==> config.mk <==
export PLATFORM = sky130hd
export DESIGN_NAME = base64_stream_decoder_unit_flat
export DESIGN_NICKNAME = d
export VERILOG_FILES = /design/src/hw/rtl/b64d_pkg.sv /design/src/hw/rtl/b64d_if.sv /design/src/hw/rtl/base64_stream_decoder_unit.sv /design/src/hw/rtl/b64d_front.sv /design/src/hw/rtl/b64d_queue.sv /design/src/hw/rtl/b64d_back.sv /design/src/flat_wrapper.sv
export SDC_FILE = /design/constraint.sdc
export NUM_CORES = 1
export LEC_CHECK = 0
export BUFFER_PORTS_ARGS = -buffer_cell sky130_fd_sc_hd__buf_2
export CAP_MARGIN = 20
export CORE_AREA = 2 2 161 163
export CTS_CLUSTER_SIZE = 16
export DETAILED_ROUTE_END_ITERATION = 8
export DIE_AREA = 0 0 163 165
export PLACE_DENSITY = 0.45
export SLEW_MARGIN = 5
export SYNTH_ARGS = -nofsm -noshare
export SYNTH_HDL_FRONTEND = slang
export SYNTH_SLANG_ARGS = --single-unit
==> constraint.sdc <==
create_clock -name clk -period 11.94 [get_ports clk]
set_input_delay 0.597 -clock clk [delete_from_list [all_inputs] [get_ports clk]]
set_output_delay 0.597 -clock clk [all_outputs]
set_load 0.01 [all_outputs]
==> src/hw/rtl/b64d_pkg.sv <==
// Shared types, constants and the character lookup for the base64 decoder.
// No dependencies; the top, front, queue and back RTL files import this package.
`default_nettype none

package b64d_pkg;

  // Depth of the queue between the classify front and the emit back
  localparam int QDepth = 4;
  localparam int QAw    = $clog2(QDepth);
  localparam int QCw    = $clog2(QDepth + 1);

  // Pad character, ends decoding like any non-alphabet code
  localparam logic [7:0] CHAR_PAD = 8'h3D;

  // One queued group: up to three results of a single input word
  typedef struct packed {
    logic [7:0] b0;
    logic [7:0] b1;
    logic [7:0] b2;
    logic [1:0] n;        // number of results, 1..3
    logic       bvalid;   // 0 only for a bare end marker
    logic       msg_end;  // final group of the message
    logic       halted;   // decoding stopped in this message
  } b64d_entry_t;

  // Six-bit value of an ASCII code; bit 6 set for a code outside the alphabet
  function automatic logic [6:0] sextet_of(input logic [7:0] c);
    logic [6:0] v;
    v = 7'd64;
    if (c inside {[8'h41:8'h5A]}) begin
      v = {1'b0, 6'(c - 8'h41)};
    end else if (c inside {[8'h61:8'h7A]}) begin
      v = {1'b0, 6'(c - 8'h61 + 8'd26)};
    end else if (c inside {[8'h30:8'h39]}) begin
      v = {1'b0, 6'(c - 8'h30 + 8'd52)};
    end else if (c == 8'h2B) begin
      v = 7'd62;
    end else if (c == 8'h2F) begin
      v = 7'd63;
    end
    return v;
  endfunction

endpackage

`default_nettype wire

==> src/hw/rtl/b64d_if.sv <==
// Valid/ready channel interfaces for the decoder's character input and byte output.
// No dependencies.
`default_nettype none

interface b64d_in_if;
  logic       valid;
  logic       ready;
  logic [7:0] in_char;
  logic       msg_last;

  modport source (output valid, output in_char, output msg_last, input ready);
  modport sink   (input valid, input in_char, input msg_last, output ready);
endinterface

interface b64d_out_if;
  logic       valid;
  logic       ready;
  logic [7:0] out_byte;
  logic       byte_valid;
  logic       msg_end;
  logic       halted_early;
  logic       run_last;

  modport source (output valid, output out_byte, output byte_valid, output msg_end,
                  output halted_early, output run_last, input ready);
  modport sink   (input valid, input out_byte, input byte_valid, input msg_end,
                  input halted_early, input run_last, output ready);
endinterface

`default_nettype wire

==> src/hw/rtl/base64_stream_decoder_unit.sv <==
// Streaming base64 decoder (standard alphabet A-Z a-z 0-9 + /), one character per word.
//
// in_chan  (sink):   in_char, msg_last; a word moves when valid and ready are high.
// out_chan (source): out_byte, byte_valid, msg_end, halted_early, run_last.
// Four characters give three bytes, most significant first. The first '=' or
// non-alphabet code halts decoding; the partial group of n characters gives
// n-1 bytes and the rest of the message is dropped. The last word of a message
// always yields a result marked msg_end, a bare marker (byte_valid 0) if no
// byte is left.
// Throughput: one character per cycle and one result per cycle while the receiver is
// ready; the output port limits a burst of groups, the input stalls only when the
// four-entry queue is full. Groups are registered in the queue, then in the back end.
// Reset (rst_n low, synchronous) clears the group state and empties the queue.
// When the receiver stalls, the held result stays stable and the queue fills.
// Depends on b64d_pkg, b64d_if, b64d_front, b64d_queue, b64d_back.
`default_nettype none

module base64_stream_decoder_unit
  import b64d_pkg::*;
(
  input  wire logic  clk,
  input  wire logic  rst_n,
  b64d_in_if.sink    in_chan,
  b64d_out_if.source out_chan
);

  logic        push;
  b64d_entry_t push_data;
  logic        q_full;
  logic        pop;
  b64d_entry_t pop_data;
  logic        q_empty;

  b64d_front u_front (
    .clk       (clk),
    .rst_n     (rst_n),
    .in_chan   (in_chan),
    .q_full    (q_full),
    .push      (push),
    .push_data (push_data)
  );

  b64d_queue u_queue (
    .clk       (clk),
    .rst_n     (rst_n),
    .push      (push),
    .push_data (push_data),
    .full      (q_full),
    .pop       (pop),
    .pop_data  (pop_data),
    .empty     (q_empty)
  );

  b64d_back u_back (
    .clk      (clk),
    .rst_n    (rst_n),
    .q_empty  (q_empty),
    .q_data   (pop_data),
    .pop      (pop),
    .out_chan (out_chan)
  );

endmodule

`default_nettype wire

==> src/hw/rtl/b64d_front.sv <==
// Front end: accepts characters, maps them to sextets, packs groups and halts.
// Depends on b64d_pkg and b64d_in_if; pushes one entry per productive word.
`default_nettype none

module b64d_front
  import b64d_pkg::*;
(
  input  wire logic  clk,
  input  wire logic  rst_n,
  b64d_in_if.sink    in_chan,
  input  wire logic  q_full,
  output logic       push,
  output b64d_entry_t push_data
);

  logic [17:0] store_r, store_nxt;
  logic [1:0]  fill_r, fill_nxt;
  logic        halt_r, halt_nxt;

  logic [6:0]  v;
  logic        bad;
  logic        acc;
  logic [17:0] st1;
  logic [1:0]  fl1;
  logic        h1;
  logic [1:0]  cnt;
  logic        bv;
  logic [7:0]  b0, b1, b2;

  assign in_chan.ready = !q_full;
  assign acc = in_chan.valid && !q_full;

  // Classify the character and work out the group it completes or flushes
  always_comb begin
    v   = sextet_of(in_chan.in_char);
    bad = v[6] || (in_chan.in_char == CHAR_PAD);
    st1 = store_r;
    fl1 = fill_r;
    h1  = halt_r;
    cnt = 2'd0;
    bv  = 1'b1;
    b0  = 8'd0;
    b1  = 8'd0;
    b2  = 8'd0;
    if (!halt_r) begin
      if (bad) begin
        h1 = 1'b1;
        if (fill_r == 2'd2) begin
          cnt = 2'd1;
          b0  = store_r[11:4];
        end else if (fill_r == 2'd3) begin
          cnt = 2'd2;
          b0  = store_r[17:10];
          b1  = store_r[9:2];
        end
        st1 = '0;
        fl1 = 2'd0;
      end else if (fill_r == 2'd3) begin
        cnt = 2'd3;
        b0  = store_r[17:10];
        b1  = store_r[9:2];
        b2  = {store_r[1:0], v[5:0]};
        st1 = '0;
        fl1 = 2'd0;
      end else begin
        st1 = {store_r[11:0], v[5:0]};
        fl1 = fill_r + 2'd1;
      end
    end
    // Message end flushes what is left, or gives a bare end marker
    if (in_chan.msg_last && (cnt == 2'd0)) begin
      if (fl1 == 2'd2) begin
        cnt = 2'd1;
        b0  = st1[11:4];
      end else if (fl1 == 2'd3) begin
        cnt = 2'd2;
        b0  = st1[17:10];
        b1  = st1[9:2];
      end else begin
        cnt = 2'd1;
        bv  = 1'b0;
      end
    end
  end

  assign push              = acc && (cnt != 2'd0);
  assign push_data.b0      = b0;
  assign push_data.b1      = b1;
  assign push_data.b2      = b2;
  assign push_data.n       = cnt;
  assign push_data.bvalid  = bv;
  assign push_data.msg_end = in_chan.msg_last;
  assign push_data.halted  = h1;

  // State update; message end returns everything to zero
  always_comb begin
    store_nxt = store_r;
    fill_nxt  = fill_r;
    halt_nxt  = halt_r;
    if (acc) begin
      if (in_chan.msg_last) begin
        store_nxt = '0;
        fill_nxt  = 2'd0;
        halt_nxt  = 1'b0;
      end else begin
        store_nxt = st1;
        fill_nxt  = fl1;
        halt_nxt  = h1;
      end
    end
  end

  always_ff @(posedge clk) begin
    if (!rst_n) begin
      store_r <= '0;
      fill_r  <= 2'd0;
      halt_r  <= 1'b0;
    end else begin
      store_r <= store_nxt;
      fill_r  <= fill_nxt;
      halt_r  <= halt_nxt;
    end
  end

  // A message's last word always produces a group
  a_last_pushes: assert property (@(posedge clk) disable iff (!rst_n)
    (acc && in_chan.msg_last) |-> push)
    else $error("last word produced no group");

  // After the last word the decoder state is clear
  a_last_clears: assert property (@(posedge clk) disable iff (!rst_n)
    (acc && in_chan.msg_last) |=> (fill_r == 2'd0) && !halt_r && (store_r == '0))
    else $error("state not cleared at message end");

  // Once halted, only a final word may produce output
  a_halt_quiet: assert property (@(posedge clk) disable iff (!rst_n)
    (acc && halt_r && !in_chan.msg_last) |-> !push)
    else $error("output after halt");

endmodule

`default_nettype wire

==> src/hw/rtl/b64d_queue.sv <==
// Short register queue between the classify front and the emit back.
// Depends on b64d_pkg for the entry type and depth.
`default_nettype none

module b64d_queue
  import b64d_pkg::*;
(
  input  wire logic  clk,
  input  wire logic  rst_n,
  input  wire logic  push,
  input  wire b64d_entry_t push_data,
  output logic       full,
  input  wire logic  pop,
  output b64d_entry_t pop_data,
  output logic       empty
);

  b64d_entry_t     mem_r [QDepth];
  logic [QAw-1:0]  head_r, head_nxt;
  logic [QAw-1:0]  tail_r, tail_nxt;
  logic [QCw-1:0]  cnt_r, cnt_nxt;

  assign full     = (cnt_r == QCw'(QDepth));
  assign empty    = (cnt_r == '0);
  assign pop_data = mem_r[head_r];

  // Pointer and count update
  always_comb begin
    head_nxt = head_r;
    tail_nxt = tail_r;
    cnt_nxt  = cnt_r;
    if (push) begin
      tail_nxt = tail_r + 1'b1;
    end
    if (pop) begin
      head_nxt = head_r + 1'b1;
    end
    if (push && !pop) begin
      cnt_nxt = cnt_r + 1'b1;
    end else if (pop && !push) begin
      cnt_nxt = cnt_r - 1'b1;
    end
  end

  always_ff @(posedge clk) begin
    if (!rst_n) begin
      head_r <= '0;
      tail_r <= '0;
      cnt_r  <= '0;
    end else begin
      head_r <= head_nxt;
      tail_r <= tail_nxt;
      cnt_r  <= cnt_nxt;
    end
  end

  // Entry storage, no reset
  always_ff @(posedge clk) begin
    if (push) begin
      mem_r[tail_r] <= push_data;
    end
  end

  a_no_overflow: assert property (@(posedge clk) disable iff (!rst_n)
    push |-> (!full || pop))
    else $error("queue overflow");

  a_no_underflow: assert property (@(posedge clk) disable iff (!rst_n)
    pop |-> !empty)
    else $error("queue underflow");

  a_count_bound: assert property (@(posedge clk) disable iff (!rst_n)
    cnt_r <= QCw'(QDepth))
    else $error("queue count out of range");

endmodule

`default_nettype wire

==> src/hw/rtl/b64d_back.sv <==
// Back end: takes queued groups and emits their results one word per cycle while the receiver is ready.
// Depends on b64d_pkg and b64d_out_if.
`default_nettype none

module b64d_back
  import b64d_pkg::*;
(
  input  wire logic  clk,
  input  wire logic  rst_n,
  input  wire logic  q_empty,
  input  wire b64d_entry_t q_data,
  output logic       pop,
  b64d_out_if.source out_chan
);

  b64d_entry_t cur_r, cur_nxt;
  logic        cur_v_r, cur_v_nxt;
  logic [1:0]  idx_r, idx_nxt;
  logic        is_last;
  logic        take;

  assign is_last = (idx_r == (cur_r.n - 2'd1));
  assign take    = cur_v_r && out_chan.ready;
  assign pop     = !q_empty && (!cur_v_r || (take && is_last));

  // Result fields from the held group
  always_comb begin
    case (idx_r)
      2'd0:    out_chan.out_byte = cur_r.b0;
      2'd1:    out_chan.out_byte = cur_r.b1;
      2'd2:    out_chan.out_byte = cur_r.b2;
      default: out_chan.out_byte = 8'd0;
    endcase
  end

  assign out_chan.valid        = cur_v_r;
  assign out_chan.byte_valid   = cur_r.bvalid;
  assign out_chan.msg_end      = cur_r.msg_end && is_last;
  assign out_chan.halted_early = cur_r.halted;
  assign out_chan.run_last     = is_last;

  // Load the next group as the current one drains
  always_comb begin
    cur_nxt   = cur_r;
    cur_v_nxt = cur_v_r;
    idx_nxt   = idx_r;
    if (pop) begin
      cur_nxt   = q_data;
      cur_v_nxt = 1'b1;
      idx_nxt   = 2'd0;
    end else if (take) begin
      if (is_last) begin
        cur_v_nxt = 1'b0;
      end else begin
        idx_nxt = idx_r + 2'd1;
      end
    end
  end

  always_ff @(posedge clk) begin
    if (!rst_n) begin
      cur_v_r <= 1'b0;
      idx_r   <= 2'd0;
    end else begin
      cur_v_r <= cur_v_nxt;
      idx_r   <= idx_nxt;
    end
  end

  always_ff @(posedge clk) begin
    cur_r <= cur_nxt;
  end

  a_nonempty_group: assert property (@(posedge clk) disable iff (!rst_n)
    cur_v_r |-> (cur_r.n != 2'd0) && (idx_r < cur_r.n))
    else $error("held group has bad count or index");

  a_bare_marker: assert property (@(posedge clk) disable iff (!rst_n)
    (cur_v_r && !cur_r.bvalid) |-> cur_r.msg_end && (cur_r.n == 2'd1)
                                   && (cur_r.b0 == 8'd0))
    else $error("bare marker without message end");

  a_index_steps: assert property (@(posedge clk) disable iff (!rst_n)
    (take && !is_last) |=> cur_v_r && (idx_r == $past(idx_r) + 2'd1))
    else $error("result index did not advance");

endmodule

`default_nettype wire

==> src/flat_wrapper.sv <==
// flat-port wrapper written by rule: the top's interface ports become plain ports
module base64_stream_decoder_unit_flat import b64d_pkg::*;
  (clk, rst_n, in_chan_valid, in_chan_in_char, in_chan_msg_last, in_chan_ready, out_chan_valid, out_chan_out_byte, out_chan_byte_valid, out_chan_msg_end, out_chan_halted_early, out_chan_run_last, out_chan_ready);
  b64d_in_if in_chan_i ();
  b64d_out_if out_chan_i ();
  input  wire logic clk;
  input  wire logic rst_n;
  input wire logic [$bits(in_chan_i.valid)-1:0] in_chan_valid;
  input wire logic [$bits(in_chan_i.in_char)-1:0] in_chan_in_char;
  input wire logic [$bits(in_chan_i.msg_last)-1:0] in_chan_msg_last;
  output wire logic [$bits(in_chan_i.ready)-1:0] in_chan_ready;
  output wire logic [$bits(out_chan_i.valid)-1:0] out_chan_valid;
  output wire logic [$bits(out_chan_i.out_byte)-1:0] out_chan_out_byte;
  output wire logic [$bits(out_chan_i.byte_valid)-1:0] out_chan_byte_valid;
  output wire logic [$bits(out_chan_i.msg_end)-1:0] out_chan_msg_end;
  output wire logic [$bits(out_chan_i.halted_early)-1:0] out_chan_halted_early;
  output wire logic [$bits(out_chan_i.run_last)-1:0] out_chan_run_last;
  input wire logic [$bits(out_chan_i.ready)-1:0] out_chan_ready;
  assign in_chan_i.valid = in_chan_valid;
  assign in_chan_i.in_char = in_chan_in_char;
  assign in_chan_i.msg_last = in_chan_msg_last;
  assign in_chan_ready = in_chan_i.ready;
  assign out_chan_valid = out_chan_i.valid;
  assign out_chan_out_byte = out_chan_i.out_byte;
  assign out_chan_byte_valid = out_chan_i.byte_valid;
  assign out_chan_msg_end = out_chan_i.msg_end;
  assign out_chan_halted_early = out_chan_i.halted_early;
  assign out_chan_run_last = out_chan_i.run_last;
  assign out_chan_i.ready = out_chan_ready;
  base64_stream_decoder_unit u_core (.clk(clk), .rst_n(rst_n), .in_chan(in_chan_i), .out_chan(out_chan_i));
endmodule
==> results.sh <==
export IMPL_status="finished clean"
export IMPL_die_h_um=165
export IMPL_drtPass1Iterations=5
export IMPL_end_kind="flip-flop"
export IMPL_p_leak_uw=0.00293
export IMPL_p_int_uw=1210
export IMPL_max_clock_freq_mhz=281
export IMPL_p_switching_uw=455
export IMPL_period_share_pct=29.8
export IMPL_die_w_um=163
export IMPL_coreArea_um2=25000
export IMPL_dp_hpwl_um=12000
export IMPL_postSynthAreaPerCell_um2=15.1
export IMPL_startpoint_type="primary input"
export IMPL_slew_headroom_pct=36.8
export IMPL_gr_total_overflow=0
export IMPL_ys_warn_count=0
export IMPL_antenna_found_initial=0
export IMPL_io_pins=27
export IMPL_h_tree_depth=4
export IMPL_crit_buf_inv=3
export IMPL_fin_skew_ns=0.0137
export IMPL_final_setup_tns_ns=0
export IMPL_ys_ff_latch=176
export IMPL_use_met1_pct=19.2
export IMPL_busiest_layer="met2"
export IMPL_cts_buffers=17
export IMPL_drt_wl_total_um=18200
export IMPL_area_growth_pct=13.6
export IMPL_cap_viol_max_count=0
export IMPL_hold_viol=0
export IMPL_crit_family="compound AO/OA/AOI/OAI gates"
export IMPL_hold_class="flip-flop to flip-flop"
export IMPL_cts_setup_buffers=0
export IMPL_numPlacedInstances=869
export IMPL_cts_resized_gates=0
export IMPL_wire_per_inst_um=20.2
export IMPL_yosysSeqAreaShare_pct=62.5
export IMPL_grt_max_degree=35
export IMPL_crit_fanout=10
export IMPL_setup_viol=0
export IMPL_p_per_area_nw_per_um2=184
export IMPL_met2_usage_pct=23.2
export IMPL_diodes=0
export IMPL_pwr_share_clk_pct=32.4
export IMPL_clock_sinks=176
export IMPL_path_cells="buf_2 -> inv_1 -> ha_1 -> and2b_1 -> o22ai_1 -> o21ai_1 -> o22ai_1 -> o21ai_4 -> a31oi_4 -> ha_1 -> inv_1 -> fa_1 -> xor2_1 -> or3_1 -> a21boi_0"
export IMPL_synthArstFlopShare_pct=0
export IMPL_switching_share_pct=27.4
export IMPL_critPathArrivalTime_ns=3.91
export IMPL_syn_nets=562
export IMPL_slew_violations=0
export IMPL_cts_tree="yes"
export IMPL_final_cells=900
export IMPL_avgViaCountPerCell=5.17
export IMPL_pwr_share_comb_pct=18.4
export IMPL_cp_required_ns=12.29
export IMPL_holdBufCountCts=0
export IMPL_syn_inst=527
export IMPL_num_rows=58
export IMPL_cts_root_buffer="clkbuf_16"
export IMPL_synth_distinct_cells=71
export IMPL_clk_latency_ns=0.43
export IMPL_io_buffers=26
export IMPL_yosys_most_used_dff="edfxtp_1"
export IMPL_grt_pass1_vias=4777
export IMPL_crit_path_top_delay_cell="fa_1"
export IMPL_grt_total_usage_pct=14.3
export IMPL_crit_type="primary input to flip-flop"
export IMPL_syn_area_um2=7960
export IMPL_ant_nets=0
export IMPL_cts_clk_slew_worst_paths_ns=0.07
export IMPL_drt_initial_drc_count=227
export IMPL_drc=0
export IMPL_peakVddDrop_v=0.0000982
export IMPL_die_area_um2=26900
export IMPL_seqPwrFrac_pct=49.2
export IMPL_num_vias=4649
export IMPL_drive_gt1_share_pct=21.8
export IMPL_grt_pass1_wl_um=28400
export IMPL_synth_edf_count=145
export IMPL_final_nets=593
export IMPL_use_met3_pct=2.64
export IMPL_tightest_slew_ns=0.943
export IMPL_rsz0062_at_grt="no"
export IMPL_start_util_pct=31.8
export IMPL_clockBufferDepth=2
export IMPL_max_stage_delay_ns=0.42
export IMPL_period_minus_slack_ns=3.56
export IMPL_gp_congestion=0.810
## layout by cell type, fill, tap and decap left out, drive strengths merged, types with 4 or more instances in the layout
| master | count |
|---|---|
| a21boi | 4 |
| a21oi | 6 |
| a222oi | 8 |
| a22o | 6 |
| a22oi | 34 |
| a31oi | 4 |
| and2 | 9 |
| and3 | 9 |
| buf | 35 |
| clkbuf | 18 |
| clkinvlp | 5 |
| dfxtp | 31 |
| edfxtp | 145 |
| ha | 21 |
| inv | 23 |
| mux2i | 6 |
| mux4 | 29 |
| nand2 | 32 |
| nand2b | 4 |
| nand3 | 4 |
| nand4 | 5 |
| nor2 | 26 |
| nor2b | 19 |
| nor3 | 5 |
| o21ai | 13 |
| o221ai | 9 |
| o22ai | 4 |
| xnor2 | 4 |
## worst reg2reg max path: stages (launching register included)
cell and delay, ns:
dfxtp_1 0.51, ha_1 0.55, nand4_1 0.14, o22ai_1 0.26, o21ai_4 0.13, a31oi_4 0.26
ha_1 0.23, inv_1 0.06, fa_1 0.42, xor2_1 0.17, or3_1 0.30, a21boi_0 0.17
## cell usage after synthesis (all sizes together) (2+ instances only)
master | instances | area share [%]
a22o | 6 | 0.66
nand3 | 4 | 0.25
nor3b | 3 | 0.41
o221ai | 9 | 1.6
nor4 | 2 | 0.16
nor2 | 26 | 1.2
nor3 | 5 | 0.44
o2bb2ai | 2 | 0.22
and4 | 2 | 0.22
nand2 | 32 | 1.5
a31oi | 4 | 0.50
a21o | 3 | 0.39
xor2 | 3 | 0.33
o221a | 2 | 0.28
nor2b | 19 | 1.5
a21oi | 6 | 0.42
and3 | 9 | 0.71
o211ai | 3 | 0.63
nand2b | 4 | 0.31
o22ai | 4 | 0.31
a222oi | 8 | 1.0
ha | 21 | 3.3
inv | 20 | 0.94
o2111ai | 3 | 0.33
a21boi | 4 | 0.42
o211a | 2 | 0.44
and2 | 9 | 0.71
dfxtp | 31 | 7.8
a32oi | 3 | 0.42
or3 | 3 | 0.24
a221oi | 2 | 0.22
o21ai | 13 | 0.96
mux4 | 29 | 8.2
clkbuf | 12 | 0.57
a22oi | 34 | 3.2
mux2i | 6 | 0.75
xnor2 | 4 | 0.44
buf | 11 | 0.77
edfxtp | 145 | 55
nand4 | 5 | 0.58
## area by class of cell
| type | count | area, um^2 |
|---|---|---|
| well taps | 330 | 413 |
| clock inverters | 13 | 139 |
| multi-input cells | 308 | 2810 |
| fillers | 2402 | 16000 |
| repair buffers | 35 | 195 |
| clock buffers | 18 | 429 |
| inverters | 20 | 75.1 |
| flip-flops and latches | 176 | 4980 |
## cell families (layout without fill, tap and decap cells)
family | count (synthesis) | count (layout) | share of synthesized area, %
simple gates | 126 | 126 | 8.58
fa+ha+maj | 22 | 22 | 3.55
mux | 36 | 36 | 9.10
compound gates | 117 | 117 | 13.2
flops | 176 | 176 | 62.5
buf+inv | 43 | 86 | 2.28
xor+xnor | 7 | 7 | 0.770
## routing by layer
metal  part of all wire (%)  wire, um  vias to the layer above
met1                     47      8500                     2370
li1                       -         -                     2166
met3                    2.8       518                       20
met2                     49      8830                       93
met4                    1.8       336                        0
met5                      0         0                        -
## registers in the layout, indices dropped and copies added (netlist names)
| name | count |
|---|---|
| u_core.u_back.idx_r | 2 |
| u_core.u_queue.mem_r | 116 |
| u_core.u_queue.tail_r | 2 |
| u_core.u_front.halt_r | 1 |
| u_core.u_back.out_chan.halted_early | 1 |
| u_core.u_back.cur_r | 27 |
| u_core.u_back.out_chan.valid | 1 |
| u_core.u_back.out_chan.byte_valid | 1 |
| u_core.u_queue.cnt_r | 3 |
| u_core.u_front.fill_r | 2 |
| u_core.u_queue.head_r | 2 |
| u_core.u_front.store_r | 18 |
## power by group through the flow
stage	Combinational, uW	Clock, uW	Sequential (uW)
2_1_floorplan	227	0	802
6_report	306	538	818
4_1_cts	315	556	821
3_5_place_dp	315	0	835
5_1_grt	339	574	831
3_3_place_gp	311	0	832
## stage by stage
| step | area, um^2 | hold WS (ns) | setup slack, ns | util (%) | power (uW) |
|---|---|---|---|---|---|
| floorplan | 7960 | 0.464 | 7.94 | - | 1030 |
| global placement | 8470 | 0.481 | 8.05 | 33.8 | 1140 |
| detailed placement | 8470 | 0.496 | 7.93 | 33.8 | 1150 |
| CTS | 9040 | 0.491 | 8.39 | 36.1 | 1690 |
| global route | 9040 | 0.517 | 8.12 | 36.1 | 1740 |
| finish | 9040 | 0.501 | 8.38 | 36.1 | 1660 |
## worst paths after layout
kind / start / to / slack, ns / cells after the start
setup / recovery: in_chan_in_char[2] / u_core.u_queue.cnt_r[2] / 8.38 / 15
setup reg to reg: u_core.u_front.fill_r[0] / u_core.u_queue.cnt_r[2] / 8.66 / 11
hold / removal: u_core.u_front.store_r[1] / u_core.u_front.store_r[1] / 0.50 / 2
hold reg to reg: u_core.u_front.store_r[1] / u_core.u_front.store_r[1] / 0.50 / 2
Note: power is estimated with default switching activity, not from simulation.
